$ cat src/rtl/b64d_pkg.sv
`timescale 1ns / 1ps
// shared types and constants for the base64 decoder
package b64d_pkg;

   localparam int CSR_ADDR_W = 2;
   localparam int CSR_DATA_W = 8;
   localparam int FIFO_DEPTH_DEFAULT = 4;

   localparam logic [7:0] DIGIT_62_RESET = 8'd43;
   localparam logic [7:0] DIGIT_63_RESET = 8'd47;
   localparam logic [7:0] PAD_CHAR_RESET = 8'd61;

   typedef enum logic [CSR_ADDR_W-1:0] {
      CSR_DIGIT_62 = 2'd0,
      CSR_DIGIT_63 = 2'd1,
      CSR_PAD_CHAR = 2'd2
   } csr_index_type;

   // one finished group: 24 accumulated bits and how many bytes to release (1..3)
   typedef struct packed {
      logic [23:0] bits;
      logic [1:0]  n_bytes;
   } group_type;

   typedef struct packed {
      logic full;
      logic empty;
   } fifo_status_type;

endpackage

$ cat src/rtl/b64d_front.sv
`timescale 1ns / 1ps
// front end: character classification, group accumulation and configuration registers
module b64d_front (
   input  logic                              clock,
   input  logic                              reset,
   input  logic                              req_tvalid,
   output logic                              req_tready,
   input  logic [7:0]                        req_tdata,   // char_in
   input  logic                              req_tlast,   // end_of_input
   input  logic                              csr_we,
   input  logic [b64d_pkg::CSR_ADDR_W-1:0]   csr_addr,
   input  logic [b64d_pkg::CSR_DATA_W-1:0]   csr_wdata,
   input  b64d_pkg::fifo_status_type         fifo_st,
   output logic                              push,
   output b64d_pkg::group_type               push_group
);
   import b64d_pkg::*;

   logic [7:0]        digit62_ff;
   logic [7:0]        digit63_ff;
   logic [7:0]        pad_ff;

   logic [23:0]       acc_ff, acc_in;
   logic [1:0]        digits_ff, digits_in;
   logic signed [2:0] bte_ff, bte_in;

   logic              accept;
   logic              is_pad;
   logic              is_alpha;
   logic [5:0]        alpha_val;
   logic [5:0]        digit_val;
   logic              counted;
   logic              group_done;
   logic signed [2:0] bte_dec;
   logic [23:0]       acc_shift;

   assign req_tready = !fifo_st.full;
   assign accept     = req_tvalid && req_tready;

   always_ff @(posedge clock) begin
      if (reset) begin
         digit62_ff <= DIGIT_62_RESET;
         digit63_ff <= DIGIT_63_RESET;
         pad_ff     <= PAD_CHAR_RESET;
      end else if (csr_we) begin
         unique case (csr_index_type'(csr_addr))
            CSR_DIGIT_62: digit62_ff <= csr_wdata;
            CSR_DIGIT_63: digit63_ff <= csr_wdata;
            CSR_PAD_CHAR: pad_ff     <= csr_wdata;
            default: ;
         endcase
      end
   end

   // fixed ranges win over the two symbol registers
   always_comb begin
      is_alpha  = 1'b1;
      alpha_val = 6'd0;
      priority if (req_tdata >= 8'd65 && req_tdata <= 8'd90) begin
         alpha_val = 6'(req_tdata - 8'd65);
      end else if (req_tdata >= 8'd97 && req_tdata <= 8'd122) begin
         alpha_val = 6'(req_tdata - 8'd71);
      end else if (req_tdata >= 8'd48 && req_tdata <= 8'd57) begin
         alpha_val = 6'(req_tdata + 8'd4);
      end else if (req_tdata == digit62_ff) begin
         alpha_val = 6'd62;
      end else if (req_tdata == digit63_ff) begin
         alpha_val = 6'd63;
      end else begin
         is_alpha = 1'b0;
      end
   end

   always_comb begin
      is_pad     = (req_tdata == pad_ff);
      digit_val  = is_pad ? 6'd0 : alpha_val;
      counted    = is_pad || is_alpha;
      bte_dec    = bte_ff - $signed({2'b00, is_pad});
      acc_shift  = {acc_ff[17:0], digit_val};
      group_done = counted && (digits_ff == 2'd3);

      push               = accept && group_done && (bte_dec > 3'sd0);
      push_group.bits    = acc_shift;
      push_group.n_bytes = bte_dec[1:0];

      acc_in    = acc_ff;
      digits_in = digits_ff;
      bte_in    = bte_ff;
      if (accept && counted) begin
         acc_in    = acc_shift;
         digits_in = digits_ff + 2'd1;
         bte_in    = bte_dec;
      end
      // group restarts after four characters, and end of stream drops a partial group
      if (accept && ((counted && group_done) || req_tlast)) begin
         acc_in    = 24'd0;
         digits_in = 2'd0;
         bte_in    = 3'sd3;
      end
   end

   always_ff @(posedge clock) begin
      if (reset) begin
         acc_ff    <= 24'd0;
         digits_ff <= 2'd0;
         bte_ff    <= 3'sd3;
      end else begin
         acc_ff    <= acc_in;
         digits_ff <= digits_in;
         bte_ff    <= bte_in;
      end
   end

endmodule

$ cat src/rtl/b64d_fifo.sv
`timescale 1ns / 1ps
// short queue of finished groups between front and back end
module b64d_fifo #(
   parameter int DEPTH = b64d_pkg::FIFO_DEPTH_DEFAULT
) (
   input  logic                      clock,
   input  logic                      reset,
   input  logic                      push,
   input  b64d_pkg::group_type       push_group,
   input  logic                      pop,
   output b64d_pkg::group_type       pop_group,
   output b64d_pkg::fifo_status_type fifo_st
);
   import b64d_pkg::*;

   localparam int PTR_W = (DEPTH > 1) ? $clog2(DEPTH) : 1;
   localparam int CNT_W = $clog2(DEPTH + 1);
   localparam logic [PTR_W-1:0] LAST_PTR = PTR_W'(DEPTH - 1);
   localparam logic [CNT_W-1:0] FULL_CNT = CNT_W'(DEPTH);

   group_type        store_mem [DEPTH];
   logic [PTR_W-1:0] wr_ptr_ff, wr_ptr_in;
   logic [PTR_W-1:0] rd_ptr_ff, rd_ptr_in;
   logic [CNT_W-1:0] count_ff, count_in;
   logic             do_push;
   logic             do_pop;

   assign fifo_st.full  = (count_ff == FULL_CNT);
   assign fifo_st.empty = (count_ff == '0);
   assign do_push       = push && !fifo_st.full;
   assign do_pop        = pop && !fifo_st.empty;
   assign pop_group     = store_mem[rd_ptr_ff];

   always_comb begin
      wr_ptr_in = wr_ptr_ff;
      rd_ptr_in = rd_ptr_ff;
      count_in  = count_ff;
      if (do_push) begin
         wr_ptr_in = (wr_ptr_ff == LAST_PTR) ? '0 : wr_ptr_ff + 1'b1;
      end
      if (do_pop) begin
         rd_ptr_in = (rd_ptr_ff == LAST_PTR) ? '0 : rd_ptr_ff + 1'b1;
      end
      if (do_push && !do_pop) begin
         count_in = count_ff + 1'b1;
      end else if (do_pop && !do_push) begin
         count_in = count_ff - 1'b1;
      end
   end

   always_ff @(posedge clock) begin
      if (do_push) begin
         store_mem[wr_ptr_ff] <= push_group;
      end
   end

   always_ff @(posedge clock) begin
      if (reset) begin
         wr_ptr_ff <= '0;
         rd_ptr_ff <= '0;
         count_ff  <= '0;
      end else begin
         wr_ptr_ff <= wr_ptr_in;
         rd_ptr_ff <= rd_ptr_in;
         count_ff  <= count_in;
      end
   end

endmodule

$ cat src/rtl/b64d_back.sv
`timescale 1ns / 1ps
// back end: unpacks queued groups into bytes behind an output register
module b64d_back (
   input  logic                      clock,
   input  logic                      reset,
   input  b64d_pkg::fifo_status_type fifo_st,
   input  b64d_pkg::group_type       pop_group,
   output logic                      pop,
   output logic                      rsp_tvalid,
   input  logic                      rsp_tready,
   output logic [7:0]                rsp_tdata,   // data_byte
   output logic                      rsp_tlast    // group_last
);
   import b64d_pkg::*;

   logic        out_valid_ff, out_valid_in;
   logic [7:0]  out_byte_ff, out_byte_in;
   logic        out_last_ff, out_last_in;
   logic [15:0] rest_ff, rest_in;
   logic [1:0]  left_ff, left_in;
   logic        out_free;

   assign rsp_tvalid = out_valid_ff;
   assign rsp_tdata  = out_byte_ff;
   assign rsp_tlast  = out_last_ff;
   assign out_free   = !out_valid_ff || rsp_tready;

   always_comb begin
      out_valid_in = out_valid_ff;
      out_byte_in  = out_byte_ff;
      out_last_in  = out_last_ff;
      rest_in      = rest_ff;
      left_in      = left_ff;
      pop          = 1'b0;
      if (out_free) begin
         priority if (left_ff != 2'd0) begin
            // remaining bytes of the current group, high byte first
            out_valid_in = 1'b1;
            out_byte_in  = rest_ff[15:8];
            out_last_in  = (left_ff == 2'd1);
            rest_in      = {rest_ff[7:0], 8'd0};
            left_in      = left_ff - 2'd1;
         end else if (!fifo_st.empty) begin
            pop          = 1'b1;
            out_valid_in = 1'b1;
            out_byte_in  = pop_group.bits[23:16];
            out_last_in  = (pop_group.n_bytes == 2'd1);
            rest_in      = pop_group.bits[15:0];
            left_in      = pop_group.n_bytes - 2'd1;
         end else begin
            out_valid_in = 1'b0;
         end
      end
   end

   always_ff @(posedge clock) begin
      out_byte_ff <= out_byte_in;
      out_last_ff <= out_last_in;
      rest_ff     <= rest_in;
   end

   always_ff @(posedge clock) begin
      if (reset) begin
         out_valid_ff <= 1'b0;
         left_ff      <= 2'd0;
      end else begin
         out_valid_ff <= out_valid_in;
         left_ff      <= left_in;
      end
   end

endmodule

$ cat src/rtl/base64_decoder_top.sv
`timescale 1ns / 1ps
// the request that completes a group writes it into the queue; its first byte then passes through the output register
// throughput: one character request per cycle; bytes leave at one per cycle while rsp_tready is high
// the front stalls only when the group queue of FIFO_DEPTH entries is full
// the bytes of a group pass through the output register one after another, high byte first
// reset (synchronous, active high) restores the symbol registers to + / =,
// drops the partial group and empties the queue
module base64_decoder_top #(
   parameter int FIFO_DEPTH = b64d_pkg::FIFO_DEPTH_DEFAULT
) (
   input  logic                            clock,
   input  logic                            reset,
   input  logic                            req_tvalid,
   output logic                            req_tready,
   input  logic [7:0]                      req_tdata,   // char_in
   input  logic                            req_tlast,   // end_of_input
   output logic                            rsp_tvalid,
   input  logic                            rsp_tready,
   output logic [7:0]                      rsp_tdata,   // data_byte
   output logic                            rsp_tlast,   // group_last
   input  logic                            csr_we,
   input  logic [b64d_pkg::CSR_ADDR_W-1:0] csr_addr,
   input  logic [b64d_pkg::CSR_DATA_W-1:0] csr_wdata
);
   import b64d_pkg::*;

   fifo_status_type fifo_st;
   group_type       push_group;
   group_type       pop_group;
   logic            push;
   logic            pop;

   b64d_front u_front (
      .clock      (clock),
      .reset      (reset),
      .req_tvalid (req_tvalid),
      .req_tready (req_tready),
      .req_tdata  (req_tdata),
      .req_tlast  (req_tlast),
      .csr_we     (csr_we),
      .csr_addr   (csr_addr),
      .csr_wdata  (csr_wdata),
      .fifo_st    (fifo_st),
      .push       (push),
      .push_group (push_group)
   );

   b64d_fifo #(
      .DEPTH (FIFO_DEPTH)
   ) u_fifo (
      .clock      (clock),
      .reset      (reset),
      .push       (push),
      .push_group (push_group),
      .pop        (pop),
      .pop_group  (pop_group),
      .fifo_st    (fifo_st)
   );

   b64d_back u_back (
      .clock      (clock),
      .reset      (reset),
      .fifo_st    (fifo_st),
      .pop_group  (pop_group),
      .pop        (pop),
      .rsp_tvalid (rsp_tvalid),
      .rsp_tready (rsp_tready),
      .rsp_tdata  (rsp_tdata),
      .rsp_tlast  (rsp_tlast)
   );

`ifndef SYNTHESIS
   a_queue_state: assert property (@(posedge clock) disable iff (reset)
      !(fifo_st.full && fifo_st.empty))
      else $error("group queue reports full and empty");

   a_group_continues: assert property (@(posedge clock) disable iff (reset)
      (rsp_tvalid && rsp_tready && !rsp_tlast) |=> rsp_tvalid)
      else $error("gap inside a decoded group");

   a_queue_drains: assert property (@(posedge clock) disable iff (reset)
      (!fifo_st.empty && rsp_tready) |=> rsp_tvalid)
      else $error("queued group not taken by the back end");

   a_no_push_when_full: assert property (@(posedge clock) disable iff (reset)
      push |-> !fifo_st.full)
      else $error("group pushed into a full queue");
`endif

endmodule
$ cat config.mk
export PLATFORM = sky130hd
export DESIGN_NAME = base64_decoder_top
export DESIGN_NICKNAME = d
export VERILOG_FILES = /design/src/rtl/b64d_pkg.sv /design/src/rtl/b64d_front.sv /design/src/rtl/b64d_fifo.sv /design/src/rtl/b64d_back.sv /design/src/rtl/base64_decoder_top.sv
export SDC_FILE = /design/constraint.sdc
export NUM_CORES = 1
export LEC_CHECK = 0
export ABC_AREA = 1
export ABC_CLOCK_PERIOD_IN_PS = 4460
export BUFFER_PORTS_ARGS = -buffer_cell sky130_fd_sc_hd__buf_2
export CORE_MARGIN = 4
export CORE_UTILIZATION = 45
export DETAILED_ROUTE_END_ITERATION = 10
export GPL_ROUTABILITY_DRIVEN = 0
export PLACE_DENSITY = 0.73
export SETUP_SLACK_MARGIN = 0.1
export SYNTH_ARGS = -nofsm -noshare
export SYNTH_HDL_FRONTEND = slang
export SYNTH_SLANG_ARGS = --single-unit
export TNS_END_PERCENT = 1
$ cat constraint.sdc
create_clock -name clock -period 4.46 [get_ports clock]
set_clock_uncertainty 0.15 [all_clocks]
set_input_delay 0.446 -clock clock [delete_from_list [all_inputs] [get_ports clock]]
set_output_delay 0.446 -clock clock [all_outputs]
set_load 0.05 [all_outputs]
# Word level (Yosys, flattened, before mapping)
# Memory sizes are Yosys's and may differ from the RTL's. A register that Yosys moved wholly into a read port is not among the register bits.
# Index checks and enable logic that the tools add are counted.
# op_classes
add_sub_neg	11
magnitude_cmp	7
eq_ne	12
muxes	31
n_reduce_logical	31
# ops
cell	n
two-way mux 6 bit	6
two-way mux 16 bit	2
equality test 8 bit	3
greater-or-equal comparator 8 x 7 -> 1 bit (second input constant)	2
<= comparator 8 x 7 -> 1 bit (second input constant)	2
two-way mux 8 bit	2
logical AND 1 bit	14
two-way mux 1 bit	13
two-way mux 2 bit	6
equality test 2 bit (second input constant)	4
greater-or-equal comparator 8 x 6 -> 1 bit (second input constant)	1
<= comparator 8 x 6 -> 1 bit (second input constant)	1
AND reduction 2 bit	4
adder 2 x 1 -> 2 bit (second input constant)	3
adder 6 x 3 -> 6 bit (second input constant)	1
equality test 2 x 1 -> 1 bit (second input constant)	3
two-way mux 3 bit	2
subtractor 6 x 1 -> 6 bit (second input constant)	1
subtractor 6 x 3 -> 6 bit (second input constant)	1
logical NOT 1 bit	5
nonzero test 2 bit	2
subtractor 2 x 1 -> 2 bit (second input constant)	2
adder 3 x 1 -> 3 bit (second input constant)	1
equality test 3 bit (second input constant)	1
other kinds (8)	10
# word_totals
reg_bits	82
mem_bits_rw	104
inputBits	24
out_inout_bits	11
n_memories	1
# mem_list
memory	words	word_bits	rd	rd_ports_with_merged_regs	wr	line	rtl
u_fifo.store_mem	4	26	1	1	1	b64d_fifo.sv:21	group_type store_mem [DEPTH];

# Depth between registers and ports, before layout
# logic_depth
depth_word	15
depth_mapped	21

# Cells and area by module
# Synthesis repeated with hierarchy kept, for this count alone.
# unflattened
cells_unflattened	887
area_unflattened_um2	8578.2
# modules_own_cells
module	n_inst	cells_per_inst	area_each_um2
b64d_fifo	1	322	4349.2
b64d_front	1	440	3010.4
b64d_back	1	125	1218.7

# Worst setup path before layout
# No wires, ideal clock.
# synth_path
path_type	input-to-reg
from	input port req_tdata[0]
to	memory u_fifo.store_mem[0][0] (netlist bit), enable pin
setup_ns	0.409
t_arrival_ns	3.176
required_time_ns	3.901
setup_slack_ns	0.726
stages	13
n_path_buf	1
path_cell_list	buf_6 inv_4 or2_1 nand2_1 a21oi_1 nand4_2 inv_1 ha_1 ha_1 xor2_1 a211oi_1 nand3_2 nor2_1
# synth_between
elab_chain_len	13
# synth_lines
element	line	rtl
start: declaration	base64_decoder_top.sv:15	input logic [7:0] req_tdata,
parallel branches: the longest is 9 deep, another holds greater-or-equal comparator 8 x 6 -> 1 bit	n/a	
logical AND 1 bit *	b64d_front.sv:82	push = accept && group_done && (bte_dec > 3'sd0);
logical AND 1 bit *	b64d_fifo.sv:30	assign do_push = push && !fifo_st.full;
two-way mux 1 bit *	b64d_fifo.sv:52	if (do_push) begin
two-way mux 1 bit (not written as such) *	b64d_fifo.sv:53	store_mem[wr_ptr_ff] <= push_group;
end: declaration	b64d_fifo.sv:21	
# Every way passes the cells marked *.

# Worst setup path in the final report
# layout_path
from	register u_front.pad_ff[0]
to	register u_fifo.count_ff[2]
# layout_between
elab_chain_len	9
# layout_lines
element	line	rtl
start: declaration	b64d_front.sv:21	logic [7:0] pad_ff;
start signal: assignment	b64d_front.sv:49	CSR_PAD_CHAR: pad_ff <= csr_wdata;
equality test 8 bit *	b64d_front.sv:75	is_pad = (req_tdata == pad_ff);
parallel branches: the longest is 3 deep, another holds subtractor 3 x 2 -> 3 bit	n/a	
logical AND 1 bit *	b64d_front.sv:82	
logical AND 1 bit *	b64d_fifo.sv:30	
named net u_fifo.do_push	b64d_fifo.sv:25	logic do_push;
logical NOT 1 bit	b64d_fifo.sv:46	end else if (do_pop && !do_push) begin
logical AND 1 bit	b64d_fifo.sv:46	
nonzero test 2 bit (no source line)	n/a	
end signal: assignment	b64d_fifo.sv:65	count_ff <= count_in;
end: declaration	b64d_fifo.sv:24	logic [CNT_W-1:0] count_ff, count_in;
# Mark *: on every way through the listed nets, which the timed path passes.
# A chain may end at the register's enable or synchronous reset.

==> impl_metrics.env <==
export IMPL_synthFlopType="edfxtp_1"
export IMPL_crit_path_top_delay_cell="fa_1"
export IMPL_path_class="flip-flop to flip-flop"
export IMPL_die_w_um=146.9
export IMPL_num_rows=50
export IMPL_seq_area_frac_synth_pct=58.23
export IMPL_htreeDepth=4
export IMPL_wl_per_cell_um=14.75
export IMPL_vias=6142
export IMPL_r2r_setup_slack_ns=1.03
export IMPL_crit_buf_inv=3
export IMPL_setup_viol=0
export IMPL_syn_inst=925
export IMPL_post_cts_setup_buffers=0
export IMPL_p_leak_nw=3.888
export IMPL_ys_warn_count=0
export IMPL_whs_path_depth=3
export IMPL_finalMaxSlewViolations=0
export IMPL_drt_vias_per_instance=5.030
export IMPL_cts_tree="done"
export IMPL_core_um2=18830
export IMPL_comb_power_share_pct=23.5
export IMPL_postCtsHoldBufs=0
export IMPL_reg2reg_depth=18
export IMPL_cts_root_buffer="clkbuf_16"
export IMPL_pwr_share_clk_pct=30.7
export IMPL_grt_pass1_wl_mm=29.48
export IMPL_routed_wl_mm=18.01
export IMPL_nets=992
export IMPL_grt_use_total_pct=17.13
export IMPL_clock_sinks=188
export IMPL_ctsResizeCount=0
export IMPL_outcome="completed"
export IMPL_syn_nets=969
export IMPL_drt_iter0_markers=432
export IMPL_p_int_w=0.003209
export IMPL_ant_nets=0
export IMPL_drive_gt1_share_pct=13.22
export IMPL_required_ns=4.62
export IMPL_total_power_w=0.004777
export IMPL_cp_arrival_ns=3.59
export IMPL_dr_pass1_iters=7
export IMPL_p_per_area_nw_per_um2=497.5
export IMPL_netlist_area_um2=8681
export IMPL_critPathMaxFanout=9
export IMPL_finalHoldViolCount=0
export IMPL_min_path_type="input port to flip-flop"
export IMPL_fin_crit_ns=3.425
export IMPL_tightest_slew_ns=1.168
export IMPL_crit_family="adder cells"
export IMPL_clk_pin_slew_ns=0.07
export IMPL_synth_area_per_cell_um2=9.385
export IMPL_drc=0
export IMPL_slew_headroom_pct=22.07
export IMPL_io_pins=35
export IMPL_path_cells="or2_1 > nand2_1 > a21oi_1 > nand4_2 > inv_1 > ha_1 > ha_1 > xor2_1 > a211oi_1 > nand3_2 > inv_1 > ha_1 > inv_1 > fa_1 > a21oi_1 > o21ai_0 > o21ai_0 > a21oi_1"
export IMPL_p_seq_share_pct=45.9
export IMPL_io_buffers=34
export IMPL_area_growth_pct=10.62
export IMPL_start_util_pct=46.10
export IMPL_min_to="u_front.digit63_ff[0]$_SDFFE_PP1P_"
export IMPL_pre_cts_slack_ns=0.5979
export IMPL_diodes=0
export IMPL_end_kind="flip-flop"
export IMPL_tns_ns=0
export IMPL_reg2reg_to="u_fifo.count_ff[2]$_SDFFE_PP0P_"
export IMPL_final_core_util_pct=51.00
export IMPL_setup_ws_ns=1.035
export IMPL_clock_latency_ns=0.43
export IMPL_hp_start="csr_wdata[0]"
export IMPL_antenna_found_initial=0
export IMPL_r2r_start="u_front.pad_ff[0]$_SDFFE_PP1P_"
export IMPL_fmax_mhz=291.9
export IMPL_dp_hpwl_mm=11.22
export IMPL_startpoint_type="flip-flop"
export IMPL_synth_edff_count=129
export IMPL_clk_path_buf_depth=2
export IMPL_grt_pass1_vias=5883
export IMPL_switchingPower_w=0.001568
export IMPL_synth_cell_types=42
export IMPL_async_reset_ff_share_pct=0
export IMPL_grt_max_degree=53
export IMPL_die_h_um=146.9
export IMPL_swShare_pct=32.83
export IMPL_fin_crit_sh_pct=76.80
export IMPL_grt_overflow_total=0
export IMPL_final_cell_area_um2=9603
export IMPL_ys_seq_elements=188
export IMPL_place_area_um2=9026
export IMPL_vdd_drop_max_mv=0.3099
export IMPL_nFillCells=1678
export IMPL_rsz0062_at_grt="no"
export IMPL_drv_cap=0
export IMPL_cts_buffers=17
export IMPL_cpPeakStageDelay_ns=0.38
export IMPL_die_area_um2=21580
[state kept, by name (all words and copies together) (netlist names), 3 cells and up, named ones only]
| name | count |
|---|---|
| u_fifo.store_mem | 104 |
| u_front.acc_ff | 18 |
| u_front.digit63_ff | 8 |
| u_front.pad_ff | 8 |
| u_front.digit62_ff | 8 |
| u_back.rest_ff | 16 |
| u_back.rsp_tdata | 8 |
| u_front.bte_ff | 3 |
| u_fifo.count_ff | 3 |
[power groups by stage]
| stage | Combinational (W) | Clock [W] | Sequential (W) |
|---|---|---|---|
| detailed placement | 0.00113 | 0 | 0.00223 |
| finish | 0.00112 | 0.00147 | 0.00219 |
| global route | 0.00125 | 0.00156 | 0.00221 |
| CTS | 0.00113 | 0.00149 | 0.00219 |
| floorplan | 0.000688 | 0 | 0.00237 |
| global placement | 0.00111 | 0 | 0.00223 |
[logic make-up (layout without fill, tap and decap cells)]
group,after synthesis,count (layout),synth area share [%]
simple gates,422,422,20.67
flops,188,188,58.23
compound gates,140,140,8.864
buf+inv,132,168,6.947
xor+xnor,23,23,2.321
fa+ha+maj,20,20,2.969
[layer usage]
layer	global-route usage [%]	share of wire (%)
met1	20.98	42
met2	30.47	51
met3	3.886	5.8
met4	4.753	1.7
met5	0	0
[layout by cell type (no fill, tap or decap), drive strengths merged, types with 7 or more instances in the layout]
master	instances
edfxtp	129
inv	95
clkinv	7
nor2	199
o21ai	75
buf	45
nand2	166
clkbuf	19
xnor2	7
nand3	46
a31oi	16
xor2	16
a21oi	32
dfxtp	59
ha	19
[synth_stat cells, types with 5 or more instances]
cell	n	area, um2
nand2_1	156	585.6
xnor2_1	7	61.31
a31oi_1	16	100.1
nor2_2	20	125.1
nand2_2	6	37.54
edfxtp_1	129	3874
nor3_1	5	25.02
ha_1	19	237.7
inv_2	7	26.28
a21oi_1	32	160.2
nand3_1	44	220.2
xor2_1	16	140.1
o21ai_0	74	370.4
a21boi_0	6	45.04
clkbuf_1	21	78.83
inv_1	79	296.5
buf_6	10	112.6
nor2_1	178	668.1
dfxtp_1	59	1181
o211ai_1	6	45.04
[area by class of cell]
class | instances | area [um2] | share of cell area, %
timing repair buffer | 45 | 252.7 | 2.632
multi-input combinational | 605 | 3035 | 31.61
tap | 260 | 325.3 | 3.388
inverter | 91 | 356.6 | 3.713
sequential | 188 | 5056 | 52.65
clock buffer | 19 | 442.9 | 4.612
clock inverter | 13 | 133.9 | 1.394
[worst max-delay path by stage]
| stage | endpoint | from | depth (start not counted) | slack (ns) |
|---|---|---|---|---|
| 5_1_grt | u_fifo.count_ff[2]$_SDFFE_PP0P_ | u_front.pad_ff[0]$_SDFFE_PP1P_ | 17 | 0.64 |
| 3_5_place_dp | u_fifo.count_ff[2]$_SDFFE_PP0P_ | req_tdata[0] | 20 | 0.60 |
| 2_1_floorplan | u_fifo.store_mem[0][0]$_DFFE_PP_ | req_tdata[0] | 13 | 0.73 |
| 6_report | u_fifo.count_ff[2]$_SDFFE_PP0P_ | u_front.pad_ff[0]$_SDFFE_PP1P_ | 18 | 1.03 |
| 3_3_place_gp | u_fifo.count_ff[2]$_SDFFE_PP0P_ | req_tdata[0] | 20 | 0.72 |
| 4_1_cts | u_fifo.count_ff[2]$_SDFFE_PP0P_ | u_front.pad_ff[0]$_SDFFE_PP1P_ | 17 | 1.0 |
[worst reg2reg max path, cell delays in order (launching register included)]
cell and delay (ns):
dfxtp_1 0.34, or2_1 0.23, nand2_1 0.06, a21oi_1 0.04, nand4_2 0.17, inv_1 0.08
ha_1 0.20, ha_1 0.18, xor2_1 0.15, a211oi_1 0.29, nand3_2 0.25, inv_1 0.11
ha_1 0.14, inv_1 0.07, fa_1 0.38, a21oi_1 0.15, o21ai_0 0.11, o21ai_0 0.15
a21oi_1 0.05
[per-stage QoR]
step / std cells / hold WS (ns)
2_1_floorplan: 925 / 0.2933
3_3_place_gp: 1189 / 0.3256
3_5_place_dp: 1189 / 0.3233
4_1_cts: 1221 / 0.09072
5_1_grt: 1221 / 0.1061
6_report: 1221 / 0.09717
Note: power is estimated with default switching activity, not from simulation.
